===== config.mk =====
export PLATFORM = sky130hd
export DESIGN_NAME = rcog_ctrl
export DESIGN_NICKNAME = d
export VERILOG_FILES = /design/src/hdl/rcog_pkg.sv /design/src/hdl/rcog_ctrl.sv
export SDC_FILE = /design/constraint.sdc
export NUM_CORES = 1
export LEC_CHECK = 0
export BUFFER_PORTS_ARGS = -buffer_cell sky130_fd_sc_hd__clkbuf_2
export CAP_MARGIN = 25
export CORE_MARGIN = 2
export CORE_UTILIZATION = 30
export DETAILED_ROUTE_END_ITERATION = 8
export PLACE_DENSITY = 0.52
export SETUP_SLACK_MARGIN = 0.2
export SLEW_MARGIN = 20
export SYNTH_ARGS = -nofsm -noshare
export SYNTH_HDL_FRONTEND = slang
export SYNTH_SLANG_ARGS = --single-unit

===== constraint.sdc =====
create_clock -name clk -period 5.28 [get_ports clk]
set_clock_uncertainty 0.15 [all_clocks]
set_input_delay 0.528 -clock clk [delete_from_list [all_inputs] [get_ports clk]]
set_output_delay 0.528 -clock clk [all_outputs]
set_load 0.01 [all_outputs]

===== src/hdl/rcog_pkg.sv =====
`timescale 1ns / 1ps
// shared types and constants of the ray cast occupancy grid
package rcog_pkg;

  localparam int GRID_X_DEF = 256;
  localparam int GRID_Y_DEF = 256;

  localparam int COORD_W   = 8;
  localparam int CELL_W    = 2;
  localparam int CFG_IDX_W = 2;

  localparam logic [COORD_W-1:0] SENSOR_RST = 8'd128;

  localparam logic [CFG_IDX_W-1:0] CFG_SENSOR_X = 2'd0;
  localparam logic [CFG_IDX_W-1:0] CFG_SENSOR_Y = 2'd1;

  localparam logic [CELL_W-1:0] CELL_UNKNOWN  = 2'd0;
  localparam logic [CELL_W-1:0] CELL_FREE     = 2'd1;
  localparam logic [CELL_W-1:0] CELL_OCCUPIED = 2'd2;

  typedef enum logic [1:0] {
    KIND_CAST  = 2'd0,
    KIND_READ  = 2'd1,
    KIND_CLEAR = 2'd2
  } kind_t;

  // controller to datapath
  typedef struct packed {
    logic       capture;
    logic       load_line;
    logic       line_step;
    logic       occ_write;
    logic [1:0] occ_sel;
    logic       rd_issue;
    logic       out_load;
    logic       clr_step;
  } cmd_t;

  // datapath to controller
  typedef struct packed {
    logic line_last;
    logic clr_last;
  } sts_t;

endpackage


===== src/hdl/rcog_ctrl.sv =====
`timescale 1ns / 1ps
// sequencing of cast, read and clear items
module rcog_ctrl (
  input  logic           clk,
  input  logic           rst_n,
  input  logic           in_tvalid,
  input  logic [1:0]     in_kind,
  output logic           in_tready,
  output logic           out_tvalid,
  input  logic           out_tready,
  output rcog_pkg::cmd_t cmd,
  input  rcog_pkg::sts_t sts
);

  typedef enum logic [2:0] {
    S_CLEAR,
    S_IDLE,
    S_SETUP,
    S_LINE,
    S_OCC,
    S_READ,
    S_RDATA
  } state_t;

  state_t     state_r;
  logic [1:0] occ_r;
  logic       out_valid_r;
  logic       accept;

  assign in_tready  = (state_r == S_IDLE);
  assign accept     = in_tvalid && in_tready;
  assign out_tvalid = out_valid_r;

  always_comb begin
    cmd           = '0;
    cmd.capture   = accept;
    cmd.load_line = (state_r == S_SETUP);
    cmd.line_step = (state_r == S_LINE);
    cmd.occ_write = (state_r == S_OCC);
    cmd.occ_sel   = occ_r;
    cmd.rd_issue  = (state_r == S_READ);
    cmd.out_load  = (state_r == S_RDATA) && !out_valid_r;
    cmd.clr_step  = (state_r == S_CLEAR);
  end

  always_ff @(posedge clk) begin
    if (!rst_n) begin
      state_r     <= S_CLEAR;
      occ_r       <= '0;
      out_valid_r <= 1'b0;
    end else begin
      if (out_valid_r && out_tready) begin
        out_valid_r <= 1'b0;
      end
      unique case (state_r)
        S_CLEAR: begin
          if (sts.clr_last) begin
            state_r <= S_IDLE;
          end
        end
        S_IDLE: begin
          if (accept) begin
            unique case (in_kind)
              rcog_pkg::KIND_CAST:  state_r <= S_SETUP;
              rcog_pkg::KIND_READ:  state_r <= S_READ;
              rcog_pkg::KIND_CLEAR: state_r <= S_CLEAR;
              default:              state_r <= S_IDLE;
            endcase
          end
        end
        S_SETUP: begin
          state_r <= S_LINE;
        end
        S_LINE: begin
          if (sts.line_last) begin
            occ_r   <= '0;
            state_r <= S_OCC;
          end
        end
        S_OCC: begin
          occ_r <= occ_r + 1'b1;
          if (occ_r == 2'd3) begin
            state_r <= S_IDLE;
          end
        end
        S_READ: begin
          state_r <= S_RDATA;
        end
        S_RDATA: begin
          if (!out_valid_r) begin
            out_valid_r <= 1'b1;
            state_r     <= S_IDLE;
          end
        end
        default: state_r <= S_IDLE;
      endcase
    end
  end

endmodule


==> results.json, run 1 <==
{
  "status": "finished clean",
  "io_buffers": 18,
  "synth_cells": 52,
  "n_antenna_cell": 0,
  "max_freq_mhz": 438,
  "hold-worst-slack_ns": 0.344,
  "area_growth_pct": 26.1,
  "clock_sinks": 6,
  "min-delay-start": "occ_r[1]",
  "gp_congestion": 0.699,
  "wire_per_inst_um": 10.7,
  "hold_viol_final": 0,
  "tightest_slew_ns": 0.479,
  "yosysWarnings": 0,
  "syn_area_um2": 432,
  "startpoint_type": "flip-flop",
  "track_usage": 0.112,
  "crit_family": "flip-flops",
  "critical_path_required_ns": 4.60,
  "crit_type": "flip-flop to output port",
  "synth_top_area_share": 0.278,
  "synth_cell_types": 29,
  "start_util": 0.328,
  "cp_data_arrival_time_ns": 1.60,
  "avgSynthCellArea_um2": 8.30,
  "cts-htree-levels": 1,
  "cpMaxStageDelayCell": "dfxtp_1",
  "finalWorstSetupSlack_ns": 3.00,
  "cts_root_buf": "clkbuf_4",
  "drv_slew": 0,
  "rows": 13,
  "antenna_left": 0,
  "synth-compound-area-share": 0.200,
  "layout_min_cycle_time_ns": 2.28,
  "wl_um": 899,
  "slew-limit-headroom": 0.680,
  "grt_start_max_net_pins": 18,
  "nNetsFinal": 80,
  "cap_viol_max_count": 0,
  "ys_ff_latch": 6,
  "fin_crit_sh": 0.432,
  "fin_util": 0.413,
  "synth-simple-area-share": 0.313,
  "grt_pass1_wl_um": 1560,
  "postSynthNetCount": 61,
  "post_cts_buffers": 0,
  "num_vias": 426,
  "cts_made_buffers": 3,
  "synth_top_family_by_area": "simple AND/OR/NAND/NOR gates",
  "layout_commonest_cell": "clkbuf_2",
  "drt_iter0_markers": 7,
  "path_buf_inv": 2,
  "ys_seq_area_frac": 0.278,
  "reg2reg_from": "state_r[0]",
  "grt_pass1_vias": 349,
  "setup_viol": 0,
  "design.die.area_um2": 1760,
  "p_per_area_nw_per_um2": 380,
  "clk_pin_slew_ns": 0.04,
  "path_cells": "or3b_2 > inv_1 > clkbuf_2",
  "overflow": 0,
  "drive_gt1_frac": 0.377,
  "p_leak_nw": 0.253,
  "fillers": 136,
  "ios": 19,
  "dieWidth_um": 41.9,
  "die_height_um": 41.9,
  "first_pass_iters": 2,
  "rsz0062_at_grt": "false",
  "synth_fa_ha_area_frac": 0.0290,
  "synthXorXnorAreaFrac": 0,
  "final.setup.tns_ns": 0,
  "cp_max_fo": 15,
  "synth_area_leader_cell": "dfxtp_1",
  "antenna_found_initial": 0,
  "tritoncts": "built",
  "place_ws_ns": 3.25,
  "crit_path_start": "state_r[2]",
  "mostFrequentLayoutCells": "clkbuf_2 (18), dfxtp_1 (6), nand2_1 (4), nand2b_1 (4), a21oi_1 (4)",
  "drc": 0,
  "clk_path_buf_depth": 2,
  "slowest_delay_ns": 0.61,
  "worst_skew_pair.late_latency_ns": 0.24,
  "synthMuxAreaShare": 0.110,
  "yosys-top-cells-area": "dfxtp_1 (28%), nand2b_1 (5.8%), mux4_2 (5.2%)",
  "end_kind": "output port",
  "dp.final_hpwl_um": 700,
  "cts_resized": 0,
  "min_path_type": "flip-flop to flip-flop",
  "vias_per_cell": 5.07,
  "core_um2": 1320,
  "cts_hold_buf": 0,
  "ir_drop_uv": 180
}
[worst register-to-register path, stage by stage (launching register included)]
cell and delay (ns):
dfxtp_1 0.60, mux2_4 0.35, mux4_2 0.51, a221oi_1 0.24
[registers in the layout, summed over array words and instances, names as in the netlist]
register	flops
occ_r	2
out_tvalid	1
state_r	3
[layer usage]
layer,share of wire,track usage,up-vias,routed length (µm)
met5,0,0,-,0
met4,0,0.0194,0,0
met3,0.055,0.0522,0,49
met2,0.42,0.159,11,382
met1,0.52,0.156,187,466
li1,-,-,228,-
[worst paths after layout]
path	endpoint	slack, ns	cells after the start
worst max-delay path	cmd[5]	3.00	3
worst min-delay path	occ_r[1]	0.34	2
worst max register to register	state_r[1]	3.33	3
worst min register to register	occ_r[1]	0.34	2
[synth_stat cells]
cell / number
a211o_1: 1
o21a_1: 1
mux2_4: 1
and2_1: 1
o21bai_1: 1
a21oi_1: 4
ha_1: 1
nor2_1: 1
nand2b_1: 4
a221oi_1: 2
dfxtp_1: 6
nand3_1: 2
nor3b_1: 2
mux4_2: 1
nand4b_1: 1
or2b_1: 1
a31oi_1: 1
a21bo_2: 1
inv_1: 3
nor2b_1: 1
and3_1: 2
o221ai_1: 1
nand2_1: 4
or2_2: 1
buf_4: 1
nor3_1: 2
mux2i_1: 1
clkbuf_1: 3
or3b_2: 1
[where the power goes]
| group | switching, mW | internal (mW) |
|---|---|---|
| logic | 0.0406 | 0.0489 |
| registers | 0.0228 | 0.0533 |
| clock network | 0.0156 | 0.0256 |
[cells by family (layout without fill, tap and decap cells)]
kind of cell,Yosys count,count (layout)
simple gates,23,23
compound gates,12,12
buf+inv,7,24
flops,6,6
mux,3,3
fa+ha+maj,1,1
[area by class of cell]
cell class                      instances  area, µm²  area share
Sequential cell                         6        120       0.221
Inverter                                3       11.3      0.0207
Tap cell                               15       18.8      0.0345
Clock buffer                            3       22.5      0.0414
Multi-Input combinational cell         39        282       0.517
Timing Repair Buffer                   18       90.1       0.166
[metrics by stage]
stage	cell area [µm²]	std cells	power [mW]
floorplan	432	52	0.142
global placement	522	81	0.167
detailed placement	522	81	0.167
CTS	544	84	0.210
global route	544	84	0.225
finish	544	84	0.207
Power figures use the tool's default switching activity.
==> run 2: changes to the inputs <==
--- a/config.mk
+++ b/config.mk
@@ -10,7 +10,7 @@
 export CORE_MARGIN = 2
 export CORE_UTILIZATION = 30
 export DETAILED_ROUTE_END_ITERATION = 8
-export PLACE_DENSITY = 0.52
+export PLACE_DENSITY = 0.54
 export SETUP_SLACK_MARGIN = 0.2
 export SLEW_MARGIN = 20
 export SYNTH_ARGS = -nofsm -noshare
==> constraint.sdc (replaced) <==
create_clock -name clk -period 2 [get_ports clk]
set_clock_uncertainty 0.15 [all_clocks]
set_input_delay 0.2 -clock clk [delete_from_list [all_inputs] [get_ports clk]]
set_output_delay 0.2 -clock clk [all_outputs]
set_load 0.01 [all_outputs]
==> results.json, run 2 (synthesized netlist as in run 1, its figures left out) <==
{
  "status": "finished clean",
  "io_buffers": 18,
  "antenna_left": 0,
  "overflow": 0,
  "vias_per_cell": 5.07,
  "track_usage": 0.124,
  "cap_viol_max_count": 0,
  "register_area_um2": 131,
  "cts-htree-levels": 1,
  "drive_gt1_frac": 0.527,
  "slew-limit-headroom": 0.784,
  "grt_pass1_wl_um": 1670,
  "drt_iter0_markers": 6,
  "fin_util": 0.471,
  "startpoint_type": "flip-flop",
  "first_pass_iters": 4,
  "max_freq_mhz": 586,
  "cpMaxStageDelayCell": "mux4_2",
  "area_growth_pct": 43.8,
  "p_clk_frac": 0.183,
  "path_cells": "ha_4 > or2_4 > mux4_2 > a221oi_2",
  "p_per_area_nw_per_um2": 963,
  "slowest_delay_ns": 0.52,
  "cts_root_buf": "clkbuf_4",
  "cts_made_buffers": 3,
  "fin_cells": 89,
  "clk_pin_slew_ns": 0.05,
  "multi_input_area_um2": 309,
  "grt_pass1_vias": 397,
  "dp.final_hpwl_um": 745,
  "power.switching_mw": 0.226,
  "tritoncts": "built",
  "layout_min_cycle_time_ns": 1.71,
  "cp_max_fo": 3,
  "n_antenna_cell": 0,
  "cts_hold_buf": 0,
  "rsz0062_at_grt": "false",
  "wire_per_inst_um": 10.9,
  "p_seq_frac": 0.315,
  "regMostFlops": "state_r",
  "power_mw": 0.598,
  "min_path_type": "input port to flip-flop",
  "wl_um": 974,
  "layout_commonest_cell": "clkbuf_2",
  "end_kind": "flip-flop",
  "ir_drop_uv": 404,
  "p_leak_nw": 0.281,
  "mostFrequentLayoutCells": "clkbuf_2 (18), buf_4 (5), nand2_1 (4), nand2b_1 (4), a21oi_1 (4)",
  "crit_type": "flip-flop to flip-flop",
  "dp_cells": 83,
  "hold_viol_final": 0,
  "drc": 0,
  "critical_path_required_ns": 2.00,
  "clock_sinks": 6,
  "clk_path_buf_depth": 2,
  "tightest_slew_ns": 0.324,
  "setup_viol": 0,
  "num_vias": 451,
  "design.die.area_um2": 1760,
  "cp_data_arrival_time_ns": 1.71,
  "intPower_mw": 0.372,
  "ios": 19,
  "start_util": 0.328,
  "drv_slew": 0,
  "p_comb_frac": 0.502,
  "rows": 13,
  "largest_reg_flops": 3,
  "worst_skew_pair.late_latency_ns": 0.24,
  "dieWidth_um": 41.9,
  "die_height_um": 41.9,
  "gp_congestion": 0.714,
  "antenna_found_initial": 0,
  "grt_start_max_net_pins": 12,
  "final.setup.tns_ns": 0,
  "fillers": 127,
  "fin_crit_sh": 0.854,
  "core_um2": 1320,
  "nNetsFinal": 85,
  "switching_share": 0.378
}
[run 2: cell count changes in the layout (fill, tap and decap cells not counted)]
cell,previous run,this run
dfxtp_4,0,2
dfxtp_1,6,1
buf_4,0,5
a221oi_1,2,0
or2_2,1,0
ha_1,1,0
ha_4,0,1
dfxtp_2,0,3
a221oi_2,0,2
or2_4,0,1
[run 2: what timing repair did]
item                                    CTS  global route
endpoints found under the hold margin     0             0
pin swaps                                 0             2
endpoints found under the setup margin    2             4
gates resized for setup                   3             9
cloned                                    0             0
buffers inserted                          0             3
[run 2: power by group through the flow]
stage / clock, mW / sequential [mW] / combinational [mW]
after global placement: 0 / 0.183 / 0.273
after detailed placement: 0 / 0.185 / 0.272
after global routing: 0.124 / 0.196 / 0.335
final: 0.109 / 0.188 / 0.300
after floorplan: 0 / 0.161 / 0.214
after CTS: 0.117 / 0.185 / 0.292
[run 2: path summary, 6_finish.rpt]
kind	to	slack, ns	cells after the start	start
hold reg to reg	occ_r[1]	0.36	2	occ_r[1]
setup / recovery	state_r[1]	0.29	4	occ_r[1]
setup reg to reg	state_r[1]	0.29	4	occ_r[1]
hold / removal	out_tvalid	0.04	2	rst_n
[run 2: metal layers]
metal	routed length, µm	track usage	vias up
li1	-	-	231
met1	466	0.157	210
met2	469	0.181	8
met3	33	0.0217	2
met4	5	0.0968	0
met5	0	0	-
[run 2: final cells by class]
type / instances / area share
clock buffers: 3 / 0.0363
inverters: 3 / 0.0181
multi-input cells: 39 / 0.498
flip-flops and latches: 6 / 0.212
well taps: 15 / 0.0302
repair buffers: 23 / 0.206
[run 2: through the flow]
stage | hold WS (ns) | cell area (µm²) | setup WS [ns]
5_1_grt | 0.0392 | 621 | 0.214
3_3_place_gp | 0.291 | 537 | 0.219
3_5_place_dp | 0.289 | 537 | 0.192
4_1_cts | 0.0342 | 573 | 0.214
2_1_floorplan | 0.168 | 432 | 0.250
6_report | 0.0377 | 621 | 0.292
[run 2: critical path: cells and delay by family (launching register included)]
| family | cells | cell delay (ns) |
|---|---|---|
| AOI/OAI and AO/OA | 1 | 0.25 |
| DFF | 1 | 0.35 |
| adders and majority gates | 1 | 0.15 |
| muxes | 1 | 0.52 |
| and+or+nand+nor | 1 | 0.21 |
==> run 3: changes to the inputs <==
--- a/config.mk
+++ b/config.mk
@@ -7,10 +7,10 @@
 export LEC_CHECK = 0
 export BUFFER_PORTS_ARGS = -buffer_cell sky130_fd_sc_hd__clkbuf_2
 export CAP_MARGIN = 25
-export CORE_MARGIN = 2
+export CORE_MARGIN = 10
 export CORE_UTILIZATION = 30
 export DETAILED_ROUTE_END_ITERATION = 8
-export PLACE_DENSITY = 0.54
+export PLACE_DENSITY = 0.63
 export SETUP_SLACK_MARGIN = 0.2
 export SLEW_MARGIN = 20
 export SYNTH_ARGS = -nofsm -noshare
==> results.json, run 3 (synthesized netlist as in run 1, its figures left out) <==
{
  "p_leak_nw": 0.269,
  "clk_path_buf_depth": 2,
  "drt_iter0_markers": 2,
  "overflow": 0,
  "slew-limit-headroom": 0.797,
  "num_vias": 430,
  "setup_viol": 0,
  "first_pass_iters": 4,
  "hold-worst-slack_ns": 0.0481,
  "fin_crit_sh": 0.886,
  "ir_drop_uv": 318,
  "clock_sinks": 6,
  "cts_made_buffers": 3,
  "track_usage": 0.0680,
  "layout_commonest_cell": "clkbuf_2",
  "layout_min_cycle_time_ns": 1.77,
  "cpMaxStageDelayCell": "mux4_2",
  "tightest_slew_ns": 0.304,
  "post_cts_buffers": 0,
  "design.die.area_um2": 3360,
  "status": "finished clean",
  "wire_per_inst_um": 12.7,
  "drv_slew": 0,
  "p_per_area_nw_per_um2": 1030,
  "slowest_delay_ns": 0.51,
  "rows": 13,
  "cp_max_fo": 4,
  "area_growth_pct": 35.9,
  "die_height_um": 57.9,
  "gp_congestion": 0.710,
  "min_path_type": "input port to flip-flop",
  "path_cells": "ha_2 > or2_2 > mux4_2 > a221oi_2",
  "mostFrequentLayoutCells": "clkbuf_2 (18), nand2_1 (4), nand2b_1 (4), a21oi_1 (4), dfxtp_2 (4)",
  "nNetsFinal": 83,
  "largest_reg_flops": 3,
  "clk_pin_slew_ns": 0.05,
  "hold_viol_final": 0,
  "max_freq_mhz": 565,
  "dp.final_hpwl_um": 910,
  "worst_skew_pair.late_latency_ns": 0.24,
  "ios": 19,
  "grt_pass1_wl_um": 1810,
  "grt_start_max_net_pins": 11,
  "io_buffers": 18,
  "tritoncts": "built",
  "cap_viol_max_count": 0,
  "cts-htree-levels": 1,
  "fillers": 137,
  "core_um2": 1330,
  "drive_gt1_frac": 0.500,
  "antenna_left": 0,
  "regMostFlops": "state_r",
  "n_antenna_cell": 0,
  "final.setup.tns_ns": 0,
  "drc": 0,
  "start_util": 0.324,
  "wl_um": 1110,
  "vias_per_cell": 4.94,
  "antenna_found_initial": 0,
  "critical_path_required_ns": 2.00,
  "cp_data_arrival_time_ns": 1.77,
  "dieWidth_um": 57.9,
  "rsz0062_at_grt": "false",
  "end_kind": "flip-flop",
  "startpoint_type": "flip-flop",
  "cts_root_buf": "clkbuf_4",
  "crit_type": "flip-flop to flip-flop",
  "grt_pass1_vias": 438
}
run 3: cell count changes in the layout (fill, tap and decap cells not counted), sizes merged:
cell  delta
buf      -2
run 3: through the flow:
step           std cells  setup WS (ns)  power (mW)  instance area [µm²]   util
3_5_place_dp          84          0.213       0.471                  544  0.408
6_report              87          0.229       0.603                  587  0.440
2_1_floorplan         52          0.250       0.374                  432      -
5_1_grt               87          0.206       0.653                  587  0.440
3_3_place_gp          84          0.221       0.469                  544  0.408
4_1_cts               87          0.210       0.584                  567  0.425
run 3: timing repair:
item | 4_1_cts | 5_1_grt
hold buffers | 0 | 0
resized for setup | 0 | 7
endpoints found under the setup margin | 0 | 3
hold endpoints to repair | 0 | 0
run 3: layout make-up:
class / instances / area [µm²] / share of cell area
flip-flops and latches: 6 / 125 / 0.213
clock buffers: 3 / 22.5 / 0.0384
inverters: 3 / 11.3 / 0.0192
repair buffers: 21 / 113 / 0.192
multi-input cells: 39 / 297 / 0.505
well taps: 15 / 18.8 / 0.0320
run 3: metal layers:
metal,share of wire,track usage,vias up
met4,0.0072,0.0503,0
li1,-,-,230
met3,0.079,0.0327,2
met5,0,0,-
met1,0.45,0.0753,188
met2,0.46,0.0982,10
run 3: power breakdown:
group          internal [mW]  leakage, nW  switching (mW)
registers              0.145       0.0505          0.0407
logic                  0.158        0.205           0.148
clock network         0.0678       0.0138          0.0430
run 3: critical path: cells and delay by family (launching register included):
family | cells | cell delay [ns]
fa+ha+maj | 1 | 0.18
flops | 1 | 0.33
simple gates | 1 | 0.27
mux | 1 | 0.51
compound gates | 1 | 0.24
run 3: final timing paths:
path,start,endpoint,slack (ns),cells past startpoint
worst min register to register,occ_r[1],occ_r[1],0.34,2
worst max-delay path,occ_r[0],state_r[0],0.23,4
worst min-delay path,rst_n,out_tvalid,0.05,2
worst max register to register,occ_r[0],state_r[0],0.23,4
